==> config.mk <==
export PLATFORM = sky130hd
export DESIGN_NAME = slot_ctrl
export DESIGN_NICKNAME = d
export VERILOG_FILES = /design/src/slot_pkg.sv /design/src/slot_ctrl.sv
export SDC_FILE = /design/constraint.sdc
export NUM_CORES = 1
export LEC_CHECK = 0
export ABC_AREA = 0
export ABC_CLOCK_PERIOD_IN_PS = 1800
export BUFFER_PORTS_ARGS = -buffer_cell sky130_fd_sc_hd__buf_2
export CAP_MARGIN = 20
export CORE_AREA = 10 10 47 49
export DETAILED_ROUTE_END_ITERATION = 16
export DIE_AREA = 0 0 57 59
export HOLD_SLACK_MARGIN = 0.08
export MAX_ROUTING_LAYER = met4
export SLEW_MARGIN = 30
export SYNTH_ARGS = -nofsm -noshare
export SYNTH_HDL_FRONTEND = slang
export SYNTH_SLANG_ARGS = --single-unit
==> constraint.sdc <==
create_clock -name i_clk -period 1.8 [get_ports i_clk]
set_input_delay 0.36 -clock i_clk [delete_from_list [all_inputs] [get_ports i_clk]]
set_output_delay 0.36 -clock i_clk [all_outputs]
set_load 0.005 [all_outputs]
==> src/slot_pkg.sv <==
`timescale 1ns / 1ps

package slot_pkg;

    localparam int unsigned DEF_MAX_WIDTH = 4096;

    localparam int unsigned FUNC_W  = 1;
    localparam int unsigned POS_W   = 12;
    localparam int unsigned SEP_W   = 13;
    localparam int unsigned LEFT_W  = 13;
    localparam int unsigned RIGHT_W = 14;
    localparam int unsigned IW_W    = 13;

    localparam logic [IW_W-1:0]   IMAGE_WIDTH_RST = 13'd4096;
    localparam logic [FUNC_W-1:0] FUNC_INIT       = 1'b0;
    localparam logic [FUNC_W-1:0] FUNC_LINK       = 1'b1;

    // commands from the sequencer to the datapath
    typedef struct packed {
        logic load;      // capture an accepted input beat
        logic calc;      // derive left/right columns and range check
        logic init_wr;   // write self links at position
        logic rd;        // read both tables at right / left
        logic wr_a;      // evaluate and write the pair entries
        logic wr_b;      // break the deeper partners
        logic out_load;  // move the result into the output register
    } t_slot_cmd;

    // status back to the sequencer
    typedef struct packed {
        logic is_link;
        logic in_range;
        logic out_free;
    } t_slot_sts;

endpackage

==> src/slot_ctrl.sv <==
`timescale 1ns / 1ps

module slot_ctrl
    import slot_pkg::*;
(
    input  logic      i_clk,
    input  logic      i_rst_n,
    input  logic      i_in_valid,
    output logic      o_in_stall,
    input  t_slot_sts i_sts,
    output t_slot_cmd o_cmd
);

    typedef enum logic [2:0] {
        S_IDLE,
        S_CALC,
        S_READ,
        S_EVAL,
        S_FIX,
        S_DONE
    } t_state;

    t_state r_state, n_state;
    logic   r_busy, n_busy;

    always_comb begin
        n_state = r_state;
        o_cmd   = '0;
        case (r_state)
            S_IDLE: begin
                if (i_in_valid) begin
                    o_cmd.load = 1'b1;
                    n_state    = S_CALC;
                end
            end
            S_CALC: begin
                o_cmd.calc = 1'b1;
                if (i_sts.is_link) begin
                    n_state = S_READ;
                end else begin
                    o_cmd.init_wr = 1'b1;
                    n_state       = S_DONE;
                end
            end
            S_READ: begin
                o_cmd.rd = 1'b1;
                n_state  = i_sts.in_range ? S_EVAL : S_DONE;
            end
            S_EVAL: begin
                o_cmd.wr_a = 1'b1;
                n_state    = S_FIX;
            end
            S_FIX: begin
                o_cmd.wr_b = 1'b1;
                n_state    = S_DONE;
            end
            S_DONE: begin
                if (i_sts.out_free) begin
                    o_cmd.out_load = 1'b1;
                    n_state        = S_IDLE;
                end
            end
            default: begin
                n_state = S_IDLE;
            end
        endcase
        n_busy = (n_state != S_IDLE);
    end

    always_ff @(posedge i_clk) begin
        if (!i_rst_n) begin
            r_state <= S_IDLE;
            r_busy  <= 1'b0;
        end else begin
            r_state <= n_state;
            r_busy  <= n_busy;
        end
    end

    assign o_in_stall = r_busy;

endmodule

Word level (Yosys, flattened, before mapping):

Cells that the tools add are included.

* bits in registers: 4
* input port bits: 6
* output and inout bits: 8
* logic and storage cells: 23

* eq/ne operators: 5
* muxes and demuxes: 14
* reduce and logical (&&, ||, !) cells: 2

Operators with widths (number)
* 3-bit case mux with 6 select lines: 1
* 3-bit 2-to-1 mux: 4
* 1-bit 2-to-1 mux: 8
* 3-bit by 2-bit == test with 1-bit output (second input constant): 2
* 3-bit == test (second input constant): 2
* 3-bit by 1-bit == test with 1-bit output (second input constant): 1
* 3-bit logical NOT: 1
* 3-bit nonzero test: 1
* 2-bit 2-to-1 mux: 1

Depth between registers and ports, before layout:

* word-level depth: 3
* depth in mapped cells: 5
* depth with buffers taken out: 4

Least setup slack after synthesis:

OpenSTA, ideal clock, no wires.

* kind: register to register
* from: register r_state[0]
* to: register r_busy, in the netlist o_in_stall
* library setup time: 0.119 ns
* arrival: 1.204 ns
* required time: 1.681 ns
* setup slack: 0.477 ns
* cell stages (with the launch flop): 6
* buffers on the path: 1
* period minus slack after synthesis: 1.323 ns
* path through: dfxtp_1 buf_6 or4_1 o211a_1 a31oi_1 o21bai_1

* word-level cells in the longest chain between the ends: 3
* elaborated cells between the ends (all ways): 10
* classes of those cells: eq/ne: 5; mux: 3; reduce/logical: 2

RTL lines
* from (decl): RTL line slot_ctrl.sv:23 `t_state r_state, n_state;`
* from (signal assigned): RTL line slot_ctrl.sv:75 `r_state <= n_state;`
* 3-bit == test, or another cell as far along: RTL line slot_ctrl.sv:29 `case (r_state)`
* 3-bit case mux with 6 select lines (*): RTL line slot_ctrl.sv:29
* 3-bit nonzero test (*): RTL line slot_ctrl.sv:67 `n_busy = (n_state != S_IDLE);`
* to (signal assigned): RTL line slot_ctrl.sv:76 `r_busy <= n_busy;`
* to (decl): RTL line slot_ctrl.sv:24 `logic r_busy, n_busy;`

Mark *: on every way between the ends. The rest lies on a longest branch, timed or not.
A chain may end at the register's enable or synchronous reset.

==> reports/qor.tcl <==
set qor(status) {complete, no violations}
set qor(num_io_pins) 14
set qor(drt_wl_total_um) 695
set qor(placeableCoreArea_um2) 1401
set qor(seq_power_share_pct) 39.4
set qor(worst_setup_path_startpoint) {r_state[0]}
set qor(startpoint_type) {flip-flop}
set qor(most-common-layout-cells) {13 x sky130_fd_sc_hd__buf_2, 4 x sky130_fd_sc_hd__nor3b_1, 4 x sky130_fd_sc_hd__dfxtp_1, 3 x sky130_fd_sc_hd__o21ai_0, 3 x sky130_fd_sc_hd__clkbuf_4}
set qor(worst_slew_margin_rel_pct) 70.75
set qor(synth-seq-cells) 4
set qor(cellInternalPower_uw) 223.4
set qor(cts_max_path_buffers) 2
set qor(timing.max_cap.violations) 0
set qor(floorplan.rows) 14
set qor(timing_hold_violations_final) 0
set qor(yosys.area_share.simple_pct) 42.01
set qor(rsz_0062_raised_after_global_routing) {false}
set qor(slack_of_the_worst_reg_to_reg_path_ns) 0.36
set qor(drc_errors) 0
set qor(highest-signal-layer) {met3}
set qor(area_growth_pct) 32.42
set qor(min_path_type) {in -> reg}
set qor(combinational_family_with_the_most_area_after_synthesis) {simple AND/OR/NAND/NOR gates}
set qor(number_of_standard_cells_in_the_layout_taps_in_and_fillers_out) 63
set qor(setup_viol) 0
set qor(layout.cells.most_common) {sky130_fd_sc_hd__buf_2}
set qor(max_clock_freq_ghz) 0.6345
set qor(utilization_pct) 25.89
set qor(post_syn_area_per_cell_um2) 8.059
set qor(share_comb_of_total_power_pct) 26.5
set qor(numPlacedInstances) 60
set qor(die_span_in_x_um) 57
set qor(detailroute.via_count) 285
set qor(clk_pin_slew_ns) 0.04
set qor(drtPass1Iterations) 3
set qor(yosys.area.top_type_share_pct) 29.22
set qor(synth_fa_ha_area_share_pct) 0
set qor(leading_cell_types_by_total_area_after_synthesis) {sky130_fd_sc_hd__dfxtp_1 29%, sky130_fd_sc_hd__nor3b_1 11%, sky130_fd_sc_hd__o21ai_0 5.5%, sky130_fd_sc_hd__nor2b_1 4.6%, sky130_fd_sc_hd__buf_6 4.1%}
set qor(die_area_um2) 3363
set qor(cts-resized-gates) 0
set qor(power.ir.vdd_worst_v) 0.0001926
set qor(grt_start_max_net_pins) 16
set qor(crit_fanout) 10
set qor(worst_slew_pin_slew_ns) 0.4382
set qor(number_of_global_route_vias_before_repair) 262
set qor(antenna_found_initial) 0
set qor(syn_area_um2) 274.0
set qor(detailedPlacementHpwl_um) 562.1
set qor(synth_nets) 40
set qor(diodes) 0
set qor(layout.nets) 55
set qor(skew_ns) 0.003758
set qor(cts_tree) {built}
set qor(initial_utilization_pct) 19.55
set qor(grt_use_total_pct) 4.431
set qor(ctsRootBufferMaster) {sky130_fd_sc_hd__clkbuf_4}
set qor(final_min_period_over_clock_period_pct) 87.56
set qor(met2WireLength_um) 388
set qor(die_height_um) 59
set qor(routed-wl-met3_um) 3
set qor(critPathCaptureType) {primary output}
set qor(cts_hold_buf) 0
set qor(synthMuxAreaShare_pct) 3.653
set qor(synth_seq_area_share_pct) 29.22
set qor(dp_worst_setup_slack_ns) 0.3931
set qor(overflow) 0
set qor(netlist-cell-type-count) 22
set qor(synth_cells) 34
set qor(final_area_um2) 362.8
set qor(clock-sinks) 4
set qor(clk_latency_ns) 0.23
set qor(power.share.switching_pct) 29.39
set qor(drt_first_iter_violations) 5
set qor(layout_setup_ws_ns) 0.2239
set qor(synth_compound_gate_area_share_pct) 16.89
set qor(detail_route.wirelength.met1_um) 304
set qor(place.gp.congestion) 0.7341
set qor(cts_inserted_buffers) 3
set qor(tns_ns) 0
set qor(grt_first_pass_wirelength_um) 1117
set qor(place.port_buffers) 13
set qor(cellLeakagePower_nw) 0.1725
set qor(synth-xor-area-share_pct) 0
set qor(critPathKind) {reg -> out}
set qor(drtAntennaViolNets) 0
set qor(clkPwrFrac_pct) 34.1
set qor(worstHoldStart) {i_rst_n}
set qor(power_density_over_the_cells_nw_per_um2) 871.8
set qor(r2r_start) {r_state[1]}
set qor(drive_gt1_share_pct) 34.04
set qor(switching_power_uw) 92.99
set qor(detailed_place.area_um2) 340.3
set qor(ctsHtreeMaxLevel) 1
set qor(timing.critical_path.required_ns) 1.44
set qor(drt-wirelength-per-cell_um) 11.03
set qor(avgViaCountPerCell) 4.524
set qor(yosysWarningCount) 0
set qor(count_of_final_max_slew_check_failures) 0
set qor(post_cts_setup_repair_bufs) 0
set qor(synth_top_area_cell) {sky130_fd_sc_hd__dfxtp_1}
set qor(post-route-min-period_ns) 1.576
set qor(arrival_time_of_data_at_the_critical_path_endpoint_ns) 1.22
==> critical path, stage by stage, from the launching register on <==
cell                      delay [ns]
sky130_fd_sc_hd__dfxtp_1        0.46
sky130_fd_sc_hd__or2b_1         0.27
sky130_fd_sc_hd__nor3_1         0.12
sky130_fd_sc_hd__buf_2          0.14
==> cell families (layout without fill, tap and decap cells) <==
logic type	Yosys count	count (layout)
buffers and inverters	4	17
AOI/OAI and AO/OA	7	7
DFF	4	4
and+or+nand+nor	18	18
muxes	1	1
==> worst paths after layout <==
kind,endpoint,depth (start not counted)
min reg2reg,r_state[2],2
min,r_state[0],3
max reg2reg,o_in_stall,4
max,o_cmd[4],3
==> flip-flops by register name (all words and copies together), names as in the netlist <==
| signal | flops |
|---|---|
| r_state | 3 |
| o_in_stall | 1 |
==> power by group through the flow <==
| stage | clock network (mW) | registers, mW | logic (mW) |
|---|---|---|---|
| final | 0.108 | 0.125 | 0.0839 |
| after CTS | 0.112 | 0.125 | 0.0850 |
| after detailed placement | 0 | 0.126 | 0.0847 |
| after global placement | 0 | 0.127 | 0.0830 |
| after global routing | 0.124 | 0.128 | 0.0938 |
| after floorplan | 0 | 0.111 | 0.0724 |
==> through the flow <==
| step | power (mW) | hold slack [ns] |
|---|---|---|
| 4_1_cts | 0.3215 | 0.4107 |
| 5_1_grt | 0.3456 | 0.4178 |
| 6_report | 0.3163 | 0.4124 |
| 3_5_place_dp | 0.2108 | 0.6511 |
| 3_3_place_gp | 0.2099 | 0.6510 |
| 2_1_floorplan | 0.1829 | 0.5179 |
==> synth_stat cells, drive strengths merged <==
| master | number |
|---|---|
| clkbuf | 2 |
| dfxtp | 4 |
| buf | 1 |
| o211a | 1 |
| a31oi | 1 |
| a22oi | 1 |
| or4 | 1 |
| inv | 1 |
| or2b | 1 |
| o21bai | 1 |
| mux2i | 1 |
| nor3 | 1 |
| nor2b | 2 |
| o21ai | 3 |
| nand2 | 2 |
| nor3b | 4 |
| and4b | 1 |
| nor2 | 2 |
| and3 | 1 |
| and2b | 1 |
| nor4b | 1 |
| nand3 | 1 |
==> layout make-up <==
class                           count  area (um2)
Clock buffer                        3       22.52
Fill cell                         168        1039
Inverter                            1       3.754
Multi-Input combinational cell     26       171.4
Sequential cell                     4       80.08
Tap cell                           16       20.02
Timing Repair Buffer               13       65.06
==> layer usage <==
metal	vias up	global-route usage, %
li1	150	-
met1	131	3.892
met2	4	7.132
met3	0	1.931
met4	0	4.027
met5	-	-
(Power assumes the default switching activity.)
